## config.mk

```make
export PLATFORM = sky130hd
export DESIGN_NAME = utf8_stream_decoder_flat
export DESIGN_NICKNAME = d
export VERILOG_FILES = /design/src/sv/u8sd_pkg.sv /design/src/sv/u8sd_in_if.sv /design/src/sv/u8sd_out_if.sv /design/src/sv/u8sd_ctrl.sv /design/src/sv/u8sd_datapath.sv /design/src/sv/utf8_stream_decoder.sv /design/src/flat_wrapper.sv
export SDC_FILE = /design/constraint.sdc
export NUM_CORES = 1
export LEC_CHECK = 0
export BUFFER_PORTS_ARGS = -buffer_cell sky130_fd_sc_hd__buf_2
export CORE_MARGIN = 4
export CORE_UTILIZATION = 25
export DETAILED_ROUTE_END_ITERATION = 8
export PLACE_DENSITY_LB_ADDON = 0.05
export RECOVER_POWER = 100
export SYNTH_ARGS = -nofsm -noshare
export SYNTH_HDL_FRONTEND = slang
export SYNTH_SLANG_ARGS = --single-unit
```

## constraint.sdc

```tcl
create_clock -name clk -period 15.6 [get_ports clk]
set_input_delay 1.56 -clock clk [delete_from_list [all_inputs] [get_ports clk]]
set_output_delay 1.56 -clock clk [all_outputs]
set_load 0.01 [all_outputs]
```

## src/sv/u8sd_pkg.sv

```systemverilog
`timescale 1ns / 1ps

package u8sd_pkg;

  // Bit patterns of UTF-8 lead and continuation bytes.
  localparam logic [7:0] MASK_ASCII = 8'h80;
  localparam logic [7:0] MASK_CONT  = 8'hC0;
  localparam logic [7:0] TAG_CONT   = 8'h80;
  localparam logic [7:0] MASK_LEAD2 = 8'hE0;
  localparam logic [7:0] TAG_LEAD2  = 8'hC0;
  localparam logic [7:0] MASK_LEAD3 = 8'hF0;
  localparam logic [7:0] TAG_LEAD3  = 8'hE0;
  localparam logic [7:0] MASK_LEAD4 = 8'hF8;
  localparam logic [7:0] TAG_LEAD4  = 8'hF0;

  localparam int CP_W    = 21;
  localparam int TAKE_W  = 3;
  localparam int PEND_N  = 3;
  localparam int WIN_N   = PEND_N + 1;

  // Decode window: pending bytes followed by the new byte, entry 0 is the lead.
  typedef logic [WIN_N-1:0][7:0]  win_t;
  typedef logic [PEND_N-1:0][7:0] pend_t;

  // Outcome of one decode attempt at the head of the window.
  typedef struct packed {
    logic              emit;
    logic [CP_W-1:0]   val;
    logic [TAKE_W-1:0] take;
  } decision_t;

  // Controller to datapath.
  typedef struct packed {
    logic accept;
    logic step;
  } cmd_t;

  // Datapath to controller.
  typedef struct packed {
    logic emit;
    logic last;
    logic out_free;
  } status_t;

  function automatic logic is_cont(input logic [7:0] b);
    return (b & MASK_CONT) == TAG_CONT;
  endfunction

  // Decide what the sequence at the head of the window yields.
  function automatic decision_t decode(input win_t w, input logic [2:0] avail,
                                       input logic eos);
    decision_t   d;
    logic [7:0]  lead;
    logic [2:0]  len;
    logic        bad;
    lead = w[0];
    d    = '0;
    if ((lead & MASK_ASCII) == 8'h00) begin
      len = 3'd1;
    end else if ((lead & MASK_LEAD2) == TAG_LEAD2) begin
      len = 3'd2;
    end else if ((lead & MASK_LEAD3) == TAG_LEAD3) begin
      len = 3'd3;
    end else if ((lead & MASK_LEAD4) == TAG_LEAD4) begin
      len = 3'd4;
    end else begin
      len = 3'd1;
    end
    // A byte that has arrived inside the sequence but is no continuation.
    bad = ((len >= 3'd2) && (avail >= 3'd2) && !is_cont(w[1])) ||
          ((len >= 3'd3) && (avail >= 3'd3) && !is_cont(w[2])) ||
          ((len == 3'd4) && (avail == 3'd4) && !is_cont(w[3]));
    if (avail == 3'd0) begin
      d.emit = 1'b0;
    end else if (len == 3'd1 || bad) begin
      d.emit = 1'b1;
      d.val  = {13'd0, lead};
      d.take = 3'd1;
    end else if (avail < len) begin
      // Truncated sequence: wait for more bytes unless the stream ends here.
      d.emit = eos;
      d.val  = {13'd0, lead};
      d.take = 3'd1;
    end else begin
      d.emit = 1'b1;
      d.take = len;
      case (len)
        3'd2:    d.val = {10'd0, lead[4:0], w[1][5:0]};
        3'd3:    d.val = {5'd0, lead[3:0], w[1][5:0], w[2][5:0]};
        default: d.val = {lead[2:0], w[1][5:0], w[2][5:0], w[3][5:0]};
      endcase
    end
    return d;
  endfunction

  // Drop the bytes that a result has covered from the front of the window.
  function automatic win_t shift_win(input win_t w, input logic [2:0] take);
    win_t r;
    case (take)
      3'd1:    r = {8'h00, w[3:1]};
      3'd2:    r = {16'h0000, w[3:2]};
      3'd3:    r = {24'h000000, w[3]};
      default: r = '0;
    endcase
    return r;
  endfunction

endpackage

```

## src/sv/u8sd_in_if.sv

```systemverilog
`timescale 1ns / 1ps

// Byte channel into the decoder.
interface u8sd_in_if;
  logic       valid;
  logic       ready;
  logic [7:0] data_byte;
  logic       end_of_stream;

  modport source (output valid, output data_byte, output end_of_stream, input ready);
  modport sink   (input valid, input data_byte, input end_of_stream, output ready);
endinterface

```

## src/sv/u8sd_out_if.sv

```systemverilog
`timescale 1ns / 1ps

// Code point channel out of the decoder.
interface u8sd_out_if;
  logic        valid;
  logic        ready;
  logic [20:0] code_point;
  logic [2:0]  bytes_consumed;
  logic        last_of_run;

  modport source (output valid, output code_point, output bytes_consumed,
                  output last_of_run, input ready);
  modport sink   (input valid, input code_point, input bytes_consumed,
                  input last_of_run, output ready);
endinterface

```

## src/sv/u8sd_ctrl.sv

```systemverilog
`timescale 1ns / 1ps

module u8sd_ctrl (
  input  logic              clk,
  input  logic              rst,
  input  logic              in_valid,
  input  u8sd_pkg::status_t status,
  output logic              in_ready,
  output u8sd_pkg::cmd_t    cmd
);
  import u8sd_pkg::*;

  typedef enum logic [1:0] {
    ST_IDLE = 2'b01,
    ST_RUN  = 2'b10
  } state_t;

  state_t state;
  state_t state_next;
  logic   act;

  // A new item is taken only in idle and only when the output register can load.
  assign in_ready   = (state == ST_IDLE) && status.out_free;
  assign cmd.accept = in_ready && in_valid;
  assign cmd.step   = (state == ST_RUN) && status.out_free;
  assign act        = cmd.accept || cmd.step;

  // Stay in run while the item still owes results after the one just loaded.
  always_comb begin
    state_next = state;
    case (state)
      ST_IDLE: begin
        if (act && status.emit && !status.last) state_next = ST_RUN;
      end
      ST_RUN: begin
        if (act && (!status.emit || status.last)) state_next = ST_IDLE;
      end
      default: state_next = ST_IDLE;
    endcase
  end

  always_ff @(posedge clk) begin
    if (rst) begin
      state <= ST_IDLE;
    end else begin
      state <= state_next;
    end
  end
endmodule

```

## src/sv/u8sd_datapath.sv

```systemverilog
`timescale 1ns / 1ps

module u8sd_datapath (
  input  logic               clk,
  input  logic               rst,
  input  u8sd_pkg::cmd_t     cmd,
  output u8sd_pkg::status_t  status,
  input  logic [7:0]         data_byte,
  input  logic               end_of_stream,
  input  logic               out_ready,
  output logic               out_valid,
  output logic [20:0]        code_point,
  output logic [2:0]         bytes_consumed,
  output logic               last_of_run
);
  import u8sd_pkg::*;

  pend_t      pend;
  logic [1:0] cnt;
  logic       eos;

  win_t       win;
  win_t       rest;
  logic [2:0] avail;
  logic [2:0] rem_avail;
  logic       eos_w;
  decision_t  d_head;
  decision_t  d_next;
  logic       last;
  logic       act;
  logic       load;

  // Build the window: pending bytes, plus the incoming byte on an accept.
  always_comb begin
    win = {8'h00, pend};
    if (cmd.accept) begin
      win[cnt] = data_byte;
      avail    = {1'b0, cnt} + 3'd1;
      eos_w    = end_of_stream;
    end else begin
      avail    = {1'b0, cnt};
      eos_w    = eos;
    end
  end

  // Decode the head, then look one sequence ahead to mark the last result.
  always_comb begin
    d_head    = decode(win, avail, eos_w);
    rest      = shift_win(win, d_head.take);
    rem_avail = avail - d_head.take;
    d_next    = decode(rest, rem_avail, eos_w);
    last      = (rem_avail == 3'd0) || !d_next.emit;
  end

  assign act  = cmd.accept || cmd.step;
  assign load = act && d_head.emit;

  assign status.emit     = d_head.emit;
  assign status.last     = last;
  assign status.out_free = !out_valid || out_ready;

  // Pending bytes: keep what the decode left over.
  always_ff @(posedge clk) begin
    if (act) begin
      if (d_head.emit) begin
        pend <= rest[PEND_N-1:0];
      end else begin
        pend <= win[PEND_N-1:0];
      end
    end
  end

  always_ff @(posedge clk) begin
    if (rst) begin
      cnt <= 2'd0;
      eos <= 1'b0;
    end else if (act) begin
      eos <= eos_w;
      if (d_head.emit) begin
        cnt <= rem_avail[1:0];
      end else begin
        cnt <= avail[1:0];
      end
    end
  end

  // Output register.
  always_ff @(posedge clk) begin
    if (rst) begin
      out_valid <= 1'b0;
    end else if (load) begin
      out_valid <= 1'b1;
    end else if (out_ready) begin
      out_valid <= 1'b0;
    end
  end

  always_ff @(posedge clk) begin
    if (load) begin
      code_point     <= d_head.val;
      bytes_consumed <= d_head.take;
      last_of_run    <= last;
    end
  end
endmodule

```

## src/sv/utf8_stream_decoder.sv

```systemverilog
`timescale 1ns / 1ps

// Channel  Role   Payload
// in_ch    sink   data_byte[7:0], end_of_stream
// out_ch   source code_point[20:0], bytes_consumed[2:0], last_of_run
//
// Each result that a byte causes beyond the first holds off the next byte, since
// one sequence is decoded per cycle, while the output is not stalled, into the
// single output register.
// rst is synchronous and clears the pending count and the output valid.
// A stalled output holds off new input bytes until its item is taken.
module utf8_stream_decoder (
  input logic     clk,
  input logic     rst,
  u8sd_in_if.sink    in_ch,
  u8sd_out_if.source out_ch
);
  import u8sd_pkg::*;

  cmd_t    cmd;
  status_t status;

  u8sd_ctrl u_ctrl (
    .clk      (clk),
    .rst      (rst),
    .in_valid (in_ch.valid),
    .status   (status),
    .in_ready (in_ch.ready),
    .cmd      (cmd)
  );

  u8sd_datapath u_datapath (
    .clk            (clk),
    .rst            (rst),
    .cmd            (cmd),
    .status         (status),
    .data_byte      (in_ch.data_byte),
    .end_of_stream  (in_ch.end_of_stream),
    .out_ready      (out_ch.ready),
    .out_valid      (out_ch.valid),
    .code_point     (out_ch.code_point),
    .bytes_consumed (out_ch.bytes_consumed),
    .last_of_run    (out_ch.last_of_run)
  );
endmodule

```

## src/flat_wrapper.sv

```systemverilog
// flat-port wrapper written by rule: the top's interface ports become plain ports
module utf8_stream_decoder_flat import u8sd_pkg::*;
  (clk, rst, in_ch_valid, in_ch_data_byte, in_ch_end_of_stream, in_ch_ready, out_ch_valid, out_ch_code_point, out_ch_bytes_consumed, out_ch_last_of_run, out_ch_ready);
  u8sd_in_if in_ch_i ();
  u8sd_out_if out_ch_i ();
  input logic clk;
  input logic rst;
  input wire logic [$bits(in_ch_i.valid)-1:0] in_ch_valid;
  input wire logic [$bits(in_ch_i.data_byte)-1:0] in_ch_data_byte;
  input wire logic [$bits(in_ch_i.end_of_stream)-1:0] in_ch_end_of_stream;
  output wire logic [$bits(in_ch_i.ready)-1:0] in_ch_ready;
  output wire logic [$bits(out_ch_i.valid)-1:0] out_ch_valid;
  output wire logic [$bits(out_ch_i.code_point)-1:0] out_ch_code_point;
  output wire logic [$bits(out_ch_i.bytes_consumed)-1:0] out_ch_bytes_consumed;
  output wire logic [$bits(out_ch_i.last_of_run)-1:0] out_ch_last_of_run;
  input wire logic [$bits(out_ch_i.ready)-1:0] out_ch_ready;
  assign in_ch_i.valid = in_ch_valid;
  assign in_ch_i.data_byte = in_ch_data_byte;
  assign in_ch_i.end_of_stream = in_ch_end_of_stream;
  assign in_ch_ready = in_ch_i.ready;
  assign out_ch_valid = out_ch_i.valid;
  assign out_ch_code_point = out_ch_i.code_point;
  assign out_ch_bytes_consumed = out_ch_i.bytes_consumed;
  assign out_ch_last_of_run = out_ch_i.last_of_run;
  assign out_ch_i.ready = out_ch_ready;
  utf8_stream_decoder u_core (.clk(clk), .rst(rst), .in_ch(in_ch_i), .out_ch(out_ch_i));
endmodule
```

# --- Word level (Yosys, flattened, before mapping) ---
# Cells that the tools add are included.
word_totals:
  register_bits: 55
  wordCells: 131
op_classes:
  n_addsub: 2
  order_cmp: 12
  n_eq_ne: 29
  n_mux: 31
  reduce_logical: 46
ops:
  columns: ["operator", "n"]
  rows:
  - ["$mux W25", 4]
  - ["$pmux W21 S2", 2]
  - ["$pmux W24 S3", 1]
  - ["$bwmux W32", 1]
  - ["$mux W32", 1]
  - ["$mux W3", 10]
  - ["$ge A3 B2 Y1 const B", 8]
  - ["$mux W24", 1]
  - ["$logic_and A1 B1 Y1", 19]
  - ["$eq A3 B2 Y1 const B", 6]
  - ["$eq A3 B3 Y1 const B", 6]
  - ["$demux W8 S2", 1]
  - ["$logic_not A8 Y1", 2]
  - ["$eq A2 B2 Y1 const B", 6]
  - ["$eq A5 B5 Y1 const B", 2]
  - ["$logic_not A1 Y1", 10]
  - ["$logic_or A1 B1 Y1", 10]
  - ["$eq A3 B1 Y1 const B", 3]
  - ["$eq A4 B4 Y1 const B", 2]
  - ["$mux W8", 1]
  - ["$logic_not A3 Y1", 2]
  - ["$lt A3 B3 Y1", 2]
  - ["$mux W2", 3]
  - ["$mux W1", 5]
  - ["other kinds (11)", 12]

# --- Longest topological paths before layout ---
# Gate-level depths: netlist (run 1).
depth:
  ltp_word: 40
  depth_mapped: 26
  mapped_depth_nobuf: 23

# --- Hierarchy ---
# From an unflattened synthesis (run 1), not the netlist that was laid out.
unflattened:
  hier_cells: 375
  area_unflattened_um2: 3811.2
by_module_without_submodules:
  columns: ["mod", "instances", "cells_each", "area_each_um2", "seq_area_each_um2"]
  rows:
  - ["u8sd_datapath", 1, 363, 3684.8, 1551.5]
  - ["u8sd_ctrl", 1, 12, 126.4, 40.0]

# --- Least setup slack after synthesis (run 1) ---
# Ideal clock, no wire load.
synth_path:
  path_type: "in2reg"
  from: "in out_ch_ready"
  to: "reg u_core.u_ctrl.state[1]"
  arrival_ns: 6.171
  t_required_ns: 15.486
  slack_ns: 9.315
  stages: 24
  path_cell_list: "nand2b_1 -> buf_4 -> nand3_2 -> buf_1 -> mux2i_1 -> ha_1 -> a21oi_1 -> o31ai_1 -> a21oi_1 -> a22o_1 -> or3_1 -> buf_2 -> nor2_1 -> nor2_1 -> ha_1 -> fa_1 -> xnor2_1 -> xnor2_1 -> ha_1 -> a21oi_1 -> nand4_1 -> nor4_1 -> a21oi_1 -> a21o_1"
synth_lines:
  columns: ["element", "line", "text"]
  rows:
  - ["from (decl)", "flat_wrapper.sv:16", "input wire logic [$bits(out_ch_i.ready)-1:0] out_ch_ready;"]
  - ["to (signal assigned)", "u8sd_ctrl.sv:46", "state <= state_next;"]
  - ["to (decl)", "u8sd_ctrl.sv:18", "state_t state;"]

==> results.toml, run 1 <==
[drt]
wl_per_cell_um = 21.8
drc_errors = 0
drtIter0Drc = 307
viasPerCell = 5.51
num_vias = 3379
dr.pass1.iters = 5
drt_wl_total_um = 13300
ant_nets = 0

[timing]
hold_violations = 0
tns_ns = 0
fin_crit_sh_pct = 51.5
slew_headroom_pct = -23.1
fmax_ghz = 0.124
drv_slew = 118
tightest_slew_ns = 1.85
setup_viol = 0
period_minus_slack_ns = 8.03
rsz0062_at_grt = "false"
skew_ns = 0.00351

[yosys]
synth-simple-area-share_pct = 18.4
synthArstFlopShare_pct = 0
yosys.area.top_type = "edfxtp_1"
seq_area_frac_synth_pct = 41.9
synthXorXnorAreaFrac_pct = 0.692
synthFlopType = "edfxtp_1"
ys_seq_elements = 55
synth_compound_area_share_pct = 20.8
syn_nets = 422
netlist_area_um2 = 3800
ys_warn_count = 0
avgSynthCellArea_um2 = 9.52
post_synth_num_cell_types = 61
synthAdderAreaFrac_pct = 3.49
synthCells = 399
synth_top_family_by_area = "compound AO/OA/AOI/OAI gates"
ys_top_cells_by_area = "edfxtp_1 (39%), mux2i_1 (9.0%), o22ai_1 (6.1%)"
yosysTopAreaCellShare_pct = 38.7
synthMuxAreaShare_pct = 10.4
synth_edf_count = 49

[critical_path]
reg2reg_to = "u_core.u_ctrl.state[1]"
reg2reg_slack_ns = 8.32
critPathLaunch = "out_ch_ready"
end_kind = "register"
required_ns = 15.82
rr_worst_depth = 23
crit_fanout = 32
critPathArrivalTime_ns = 8.25
critical_path_class = "input pin to register"
start_kind = "input pin"
rr_startpoint = "u_core.u_datapath.cnt[0]"

[floorplan]
coreArea_um2 = 14700
ios = 40
die_height_um = 131
dieArea_um2 = 17200
initial_utilization_pct = 25.8
rows = 44
chipWidth_um = 131

[layout]
seqCellArea_um2 = 1590
fin_cells = 613
final_area_um2 = 4250
layout.cells.most_common = "edfxtp_1"
layout-drive-gt1-share_pct = 7.69
fillerInstances = 1569
fin_nets = 451
multiInputGateArea_um2 = 2030
final_cell_mix = "edfxtp_1 (49), nor2_1 (38), nand2_1 (37), o22ai_1 (37), mux2i_1 (34)"
areaGrowthSynthToFinish_pct = 11.8
antenna_cells = 0

[placement]
placed_cell_area_um2 = 4180
dp_hpwl_um = 9170
dpl.cell_count = 605
gp_congestion = 0.830
port_buffers = 39

[power_and_ir_drop]
p_seq_share_pct = 27.6
internal_power_uw = 572
swShare_pct = 50.4
vdd.ir_drop.worst_uv = 65.9
p_sw_uw = 580
pwr-share-clk_pct = 10.7
powerDensity_nw_per_um2 = 271
leakagePower_uw = 0.00157
combPwrFrac_pct = 61.7

[global_route]
grt_start_max_net_pins = 33
antenna_found_initial = 0
grt_pass1_wl_um = 20900
grt_pass1_vias = 3375
gr-total-overflow = 0
track_usage_pct = 15.6

[min_path]
worst_hold_path.endpoint = "u_core.u_datapath.eos"
worstHoldStart = "u_core.u_datapath.eos"
hp-class = "register to register"
hold_depth = 2

[run_status]
status = "finished, violations left"
violations = "max-capacitance violations, max-slew violations"

[clock_network]
cts.clk_slew.worst_paths_ns = 0.08
htreeDepth = 2
cts-root-buf = "clkbuf_16"
cts.sinks = 55
clockBufferDepth = 2
cts_setup_buffers = 0
cts.repair.resized = 0
cts_tree = "built"
numCtsBuffers = 5
clk_latency_ns = 0.31
holdBufCountCts = 0

[job]
drv_cap = 4
cell families after synthesis:
kind of cell / Yosys count
xor gates and xnor gates: 3
and+or+nand+nor: 140
adders and majority gates: 10
buffers and inverters: 37
muxes: 38
AOI/OAI and AO/OA: 116
DFF: 55
flip-flops by register name (all words and copies together), names as in the netlist:
register                          count
u_core.u_datapath.pend               24
u_core.u_datapath.code_point         21
u_core.u_datapath.bytes_consumed      3
u_core.u_ctrl.state                   2
u_core.u_datapath.cnt                 2
u_core.u_datapath.eos                 1
u_core.u_datapath.last_of_run         1
u_core.u_datapath.out_valid           1
power by group through the flow:
stage	logic (µW)	clock network (µW)	registers, µW
2_1_floorplan	493	0	323
3_3_place_gp	743	0	318
3_5_place_dp	739	0	318
4_1_cts	740	128	315
5_1_grt	787	132	328
6_report	711	123	319
routing by layer:
| metal | vias up | wire length (µm) | GRT usage (%) |
|---|---|---|---|
| li1 | 1599 | - | - |
| met3 | 18 | 555 | 2.87 |
| met4 | 0 | 347 | 5.25 |
| met5 | - | 0 | 0 |
| met2 | 98 | 6040 | 24.3 |
| met1 | 1664 | 6400 | 21.8 |
critical path: stages:
cell,delay (ns)
buf_2,0.08
nand2b_1,0.40
nand3_1,0.83
mux2i_1,0.60
ha_1,0.32
a21oi_1,0.18
o31ai_1,0.10
a21oi_1,0.13
a22o_1,0.20
or3_1,0.12
clkbuf_1,1.24
nor2_1,0.08
nor2_1,0.25
ha_1,0.23
fa_1,0.20
xnor2_1,0.18
xnor2_1,0.19
ha_1,0.28
a21oi_1,0.18
nand4_1,0.16
nor4_1,0.40
a21oi_1,0.14
a21o_1,0.20
how the worst max path moves through the flow:
| stage | depth (start not counted) | to | slack, ns |
|---|---|---|---|
| 6_report | 23 | u_core.u_ctrl.state[1] | 7.57 |
| 5_1_grt | 23 | u_core.u_ctrl.state[1] | 6.97 |
| 4_1_cts | 23 | u_core.u_ctrl.state[1] | 8.63 |
| 3_5_place_dp | 23 | u_core.u_ctrl.state[1] | 8.29 |
| 3_3_place_gp | 23 | u_core.u_ctrl.state[1] | 8.52 |
| 2_1_floorplan | 24 | u_core.u_ctrl.state[1] | 9.31 |
through the flow:
stage / util, % / worst slack (ns) / hold WS (ns) / total power [µW]
2_1_floorplan: - / 9.31 / 0.497 / 816
3_3_place_gp: 28.4 / 8.52 / 0.589 / 1060
3_5_place_dp: 28.4 / 8.29 / 0.593 / 1060
4_1_cts: 29.4 / 8.63 / 0.611 / 1180
5_1_grt: 28.9 / 6.97 / 0.623 / 1250
6_report: 28.9 / 7.57 / 0.599 / 1150
layout make-up:
type	instances	share of cell area, %
inverter	12	1.06
clock buffer	5	2.95
timing repair buffer	47	4.77
multi-input combinational	307	47.8
tap	184	5.42
sequential	55	37.5
clock inverter	3	0.530
synthesized netlist by cell type, types with 9 or more instances:
| master | instances |
|---|---|
| clkbuf_1 | 13 |
| mux2i_1 | 34 |
| a211oi_1 | 9 |
| inv_1 | 10 |
| nand2_1 | 37 |
| nor3_1 | 16 |
| a21oi_1 | 21 |
| nand3_1 | 9 |
| edfxtp_1 | 49 |
| o22ai_1 | 37 |
| o21ai_0 | 9 |
| ha_1 | 9 |
| nor2_1 | 38 |
Note: power is estimated with default switching activity, not from simulation.
==> run 2, diff against run 1 <==
- clock period: 15.6 -> 6.8 ns (I/O delays scaled with it)
==> results.toml, run 2 (same netlist as run 1, synthesis figures left out) <==
[timing]
whs_ns = 0.599
slew_headroom_pct = -19.8
tightest_slew_ns = 1.80
hold_violations = 0
drv_slew = 29
period_minus_slack_ns = 5.73
rsz0062_at_grt = "false"
fin_crit_sh_pct = 84.2
tns_ns = 0
skew_ns = 0.0123
setup_viol = 0
fmax_ghz = 0.175

[drt]
dr.pass1.iters = 4
drtIter0Drc = 229
viasPerCell = 5.50
drt_wl_total_um = 13500
wl_per_cell_um = 21.9
ant_nets = 0
drc_errors = 0
num_vias = 3388

[min_path]
hold_depth = 2
worstHoldStart = "rst"
hp-class = "input pin to register"
worst_hold_path.endpoint = "u_core.u_datapath.out_valid"

[critical_path]
required_ns = 7.01
crit_fanout = 15
rr_worst_depth = 22
rr_startpoint = "u_core.u_datapath.cnt[0]"
start_kind = "register"
end_kind = "register"
reg2reg_to = "u_core.u_ctrl.state[1]"
critical_path_class = "register to register"
critPathArrivalTime_ns = 5.93
reg2reg_slack_ns = 1.07

[clock_network]
htreeDepth = 2
clockBufferDepth = 2
numCtsBuffers = 5
cts-root-buf = "clkbuf_16"
cts_tree = "built"
cts_setup_buffers = 0
holdBufCountCts = 0
cts.clk_slew.worst_paths_ns = 0.09
cts.repair.resized = 0
cts.sinks = 55
clk_latency_ns = 0.32

[layout]
final_cell_mix = "edfxtp_1 (49), nor2_1 (38), nand2_1 (37), o22ai_1 (37), mux2i_1 (34)"
top_register = "u_core.u_datapath.pend"
layout.cells.most_common = "edfxtp_1"
fin_nets = 454
largest_reg_flops = 24
antenna_cells = 0
layout-drive-gt1-share_pct = 9.03
areaGrowthSynthToFinish_pct = 13.1
reg_top3 = "u_core.u_datapath.pend x24, u_core.u_datapath.code_point x21, u_core.u_datapath.bytes_consumed x3"

[floorplan]
initial_utilization_pct = 25.8
chipWidth_um = 131
rows = 44
die_height_um = 131
ios = 40
dieArea_um2 = 17200
coreArea_um2 = 14700

[run_status]
violations = "max-capacitance violations, max-slew violations"
status = "finished, violations left"

[placement]
gp_congestion = 0.834
port_buffers = 39
dp_hpwl_um = 9510

[power_and_ir_drop]
powerDensity_nw_per_um2 = 625
vdd.ir_drop.worst_uv = 173
leakagePower_uw = 0.00159

[job]
drv_cap = 1

[global_route]
track_usage_pct = 15.5
gr-total-overflow = 0
grt_start_max_net_pins = 32
grt_pass1_wl_um = 20900
grt_pass1_vias = 3400
antenna_found_initial = 0
-- run 2: cell types whose count changed in the layout (fill, tap and decap cells not counted) --
cell and delta:
buf_4 +4, clkbuf_1 -1, clkinv_2 -1, clkinvlp_4 +1, inv_6 -1, inv_8 +1
nand3_1 -1, nand3_2 +1, nor3_1 -1, nor3_4 +1
-- run 2: power breakdown --
part,switching [µW],internal (µW)
combinational,1130,538
sequential,87.4,642
clock,145,141
-- run 2: how the worst max path moves through the flow --
stage,start,to,slack (ns),cells after the start
5_1_grt,u_core.u_datapath.cnt[0],u_core.u_ctrl.state[1],0.63,22
4_1_cts,u_core.u_datapath.cnt[0],u_core.u_ctrl.state[1],1.05,22
6_report,u_core.u_datapath.cnt[0],u_core.u_ctrl.state[1],1.07,22
2_1_floorplan,out_ch_ready,u_core.u_ctrl.state[1],1.39,24
3_3_place_gp,in_ch_valid,u_core.u_ctrl.state[1],1.13,22
3_5_place_dp,out_ch_ready,u_core.u_ctrl.state[1],0.86,22
-- run 2: through the flow --
stage	util, %	cell area, µm²	instances	total power, µW	setup slack [ns]
4_1_cts	29.6	4350	616	2740	1.05
3_5_place_dp	28.6	4200	608	2440	0.861
2_1_floorplan	-	3800	399	1870	1.39
3_3_place_gp	28.6	4200	608	2440	1.13
6_report	29.2	4290	616	2680	1.07
5_1_grt	29.2	4290	616	2890	0.625
-- run 2: critical path, cell delays in order, from the launching register on --
cell,delay [ns]
dfxtp_1,0.45
inv_1,0.17
ha_1,0.38
nand3_2,0.47
mux2i_1,0.27
ha_1,0.33
a21oi_1,0.08
o31ai_1,0.07
a21oi_1,0.07
a22o_1,0.28
or3_1,0.35
nor2_1,0.12
nor2_1,0.08
ha_1,0.23
fa_1,0.43
xnor2_1,0.29
xnor2_1,0.20
ha_1,0.28
a21oi_1,0.17
nand4_1,0.16
nor4_1,0.39
a21oi_1,0.13
a21o_1,0.21
-- run 2: per-layer routing --
metal  track usage (%)  share of wire (%)  vias to the layer above
met5                 0                  0                        -
met1              21.1                 48                     1688
met2              25.2                 47                       75
li1                  -                  -                     1606
met4              4.43                2.1                        0
met3              2.75                3.2                       19
-- run 2: final cells by class --
class                           count  area, µm²
Inverter                           12       45.0
Tap cell                          184        230
Multi-Input combinational cell    307       2050
Clock inverter                      3       27.5
Clock buffer                        5        125
Fill cell                        1575      10400
Timing Repair Buffer               50        229
Sequential cell                    55       1590
==> run 3, diff against run 2 <==
- clock period: 6.8 -> 5.6 ns (I/O delays scaled with it)
==> results.toml, run 3 (same netlist as run 1, synthesis figures left out) <==
[timing]
drv_slew = 30
slew_headroom_pct = -27.6
tightest_slew_ns = 1.91
period_minus_slack_ns = 5.18
whs_ns = 0.502
tns_ns = 0
setup_viol = 0
hold_violations = 0
rsz0062_at_grt = "false"
fin_crit_sh_pct = 92.5
fmax_ghz = 0.193
skew_ns = 0.00891

[critical_path]
cpMaxStageDelayCell = "nand2_1"
crit_chain = "inv_1 > ha_1 > nand3_2 > mux2i_1 > inv_2 > ha_1 > nand2_1 > a22o_1 > nor3_1 > clkbuf_1 > nand2_1 > inv_1 > xnor2_1 > ha_1 > a21oi_1 > nand4_1 > nor4_2 > a21oi_1 > a21o_1"
cpMostUsedCell = "ha_1"
required_ns = 5.81
crit_fanout = 12
critPathArrivalTime_ns = 5.39
critical_path_class = "register to register"
end_kind = "register"
start_kind = "register"
max_stage_delay_ns = 0.53

[drt]
drc_errors = 0
ant_nets = 0
drt_wl_total_um = 13700
wl_per_cell_um = 21.9
drtIter0Drc = 281
num_vias = 3380
viasPerCell = 5.39
dr.pass1.iters = 5

[floorplan]
die_height_um = 131
chipWidth_um = 131
dieArea_um2 = 17200
initial_utilization_pct = 25.8
coreArea_um2 = 14700
ios = 40
rows = 44

[power_and_ir_drop]
leakagePower_uw = 0.00164
powerDensity_nw_per_um2 = 760
vdd.ir_drop.worst_uv = 169

[global_route]
grt_pass1_vias = 3428
grt_pass1_wl_um = 21100
track_usage_pct = 15.7
grt_start_max_net_pins = 32
gr-total-overflow = 0
antenna_found_initial = 0

[layout]
final_cell_mix = "edfxtp_1 (49), nor2_1 (38), nand2_1 (37), o22ai_1 (37)"
fillerInstances = 1582
areaGrowthSynthToFinish_pct = 15.7
largest_reg_flops = 24
antenna_cells = 0
reg_top3 = "u_core.u_datapath.pend x24, u_core.u_datapath.code_point x21, u_core.u_datapath.bytes_consumed x3"
fin_nets = 465
top_register = "u_core.u_datapath.pend"
seqCellArea_um2 = 1590
post-route-util_pct = 29.9
layout.cells.most_common = "edfxtp_1"
layout-drive-gt1-share_pct = 11.3
final_area_um2 = 4390
multiInputGateArea_um2 = 2060

[clock_network]
cts.clk_slew.worst_paths_ns = 0.08
cts.sinks = 55
cts_setup_buffers = 0
cts_tree = "built"
clockBufferDepth = 2
clk_latency_ns = 0.31
cts-root-buf = "clkbuf_16"
htreeDepth = 2
numCtsBuffers = 5

[placement]
gp_congestion = 0.832
dp_hpwl_um = 9520
port_buffers = 39
placed_cell_area_um2 = 4280

[job]
drv_cap = 1

[run_status]
status = "finished, violations left"
violations = "max-capacitance violations, max-slew violations"

[min_path]
hp-class = "input pin to register"
[run 3: power breakdown]
| group | switching (µW) | internal [µW] | total, µW |
|---|---|---|---|
| logic | 1400 | 684 | 2080 |
| registers | 93.8 | 780 | 874 |
| clock network | 170 | 214 | 384 |
| total | 1660 | 1680 | 3340 |
[run 3: worst paths after layout]
check	start	endpoint	slack (ns)	depth (start not counted)
max reg2reg	u_core.u_datapath.cnt[1]	u_core.u_ctrl.state[1]	0.42	19
min reg2reg	u_core.u_datapath.eos	u_core.u_datapath.eos	0.59	2
max	u_core.u_datapath.cnt[1]	u_core.u_ctrl.state[1]	0.42	19
min	rst	u_core.u_datapath.out_valid	0.50	2
[run 3: per-layer routing]
metal | track usage, % | routed length, µm | share of wire (%) | up-vias
met3 | 3.06 | 470 | 3.4 | 20
met5 | 0 | 0 | 0 | -
met4 | 4.78 | 324 | 2.4 | 0
li1 | - | - | - | 1633
met1 | 22.3 | 6930 | 50 | 1656
met2 | 24.4 | 6010 | 44 | 71
[run 3: timing repair]
item,CTS,global route
hold buffers,0,0
gates resized for setup,0,2
setup endpoints to repair,0,3
hold endpoints to repair,0,0
[run 3: critical path: cells and delay by family, from the launching register on]
family,cells,cell delay (ns)
muxes,1,0.31
adders and majority gates,3,0.80
and+or+nand+nor,6,1.49
xor gates and xnor gates,1,0.17
AOI/OAI and AO/OA,4,0.78
DFF,1,0.49
buffers and inverters,4,1.02
[run 3: metrics by stage]
step | setup slack [ns] | total power [µW] | cells
global route | 0.0288 | 3590 | 627
global placement | 0.421 | 3020 | 619
floorplan | 0.219 | 2270 | 399
detailed placement | 0.269 | 3010 | 619
finish | 0.418 | 3340 | 627
CTS | 0.315 | 3410 | 627
[run 3: cell type report]
type	instances	share of cell area [%]
inverter	12	1.03
multi-input combinational	307	46.8
timing repair buffer	61	6.92
tap	184	5.24
clock buffer	6	2.93
sequential	55	36.2
clock inverter	2	0.883
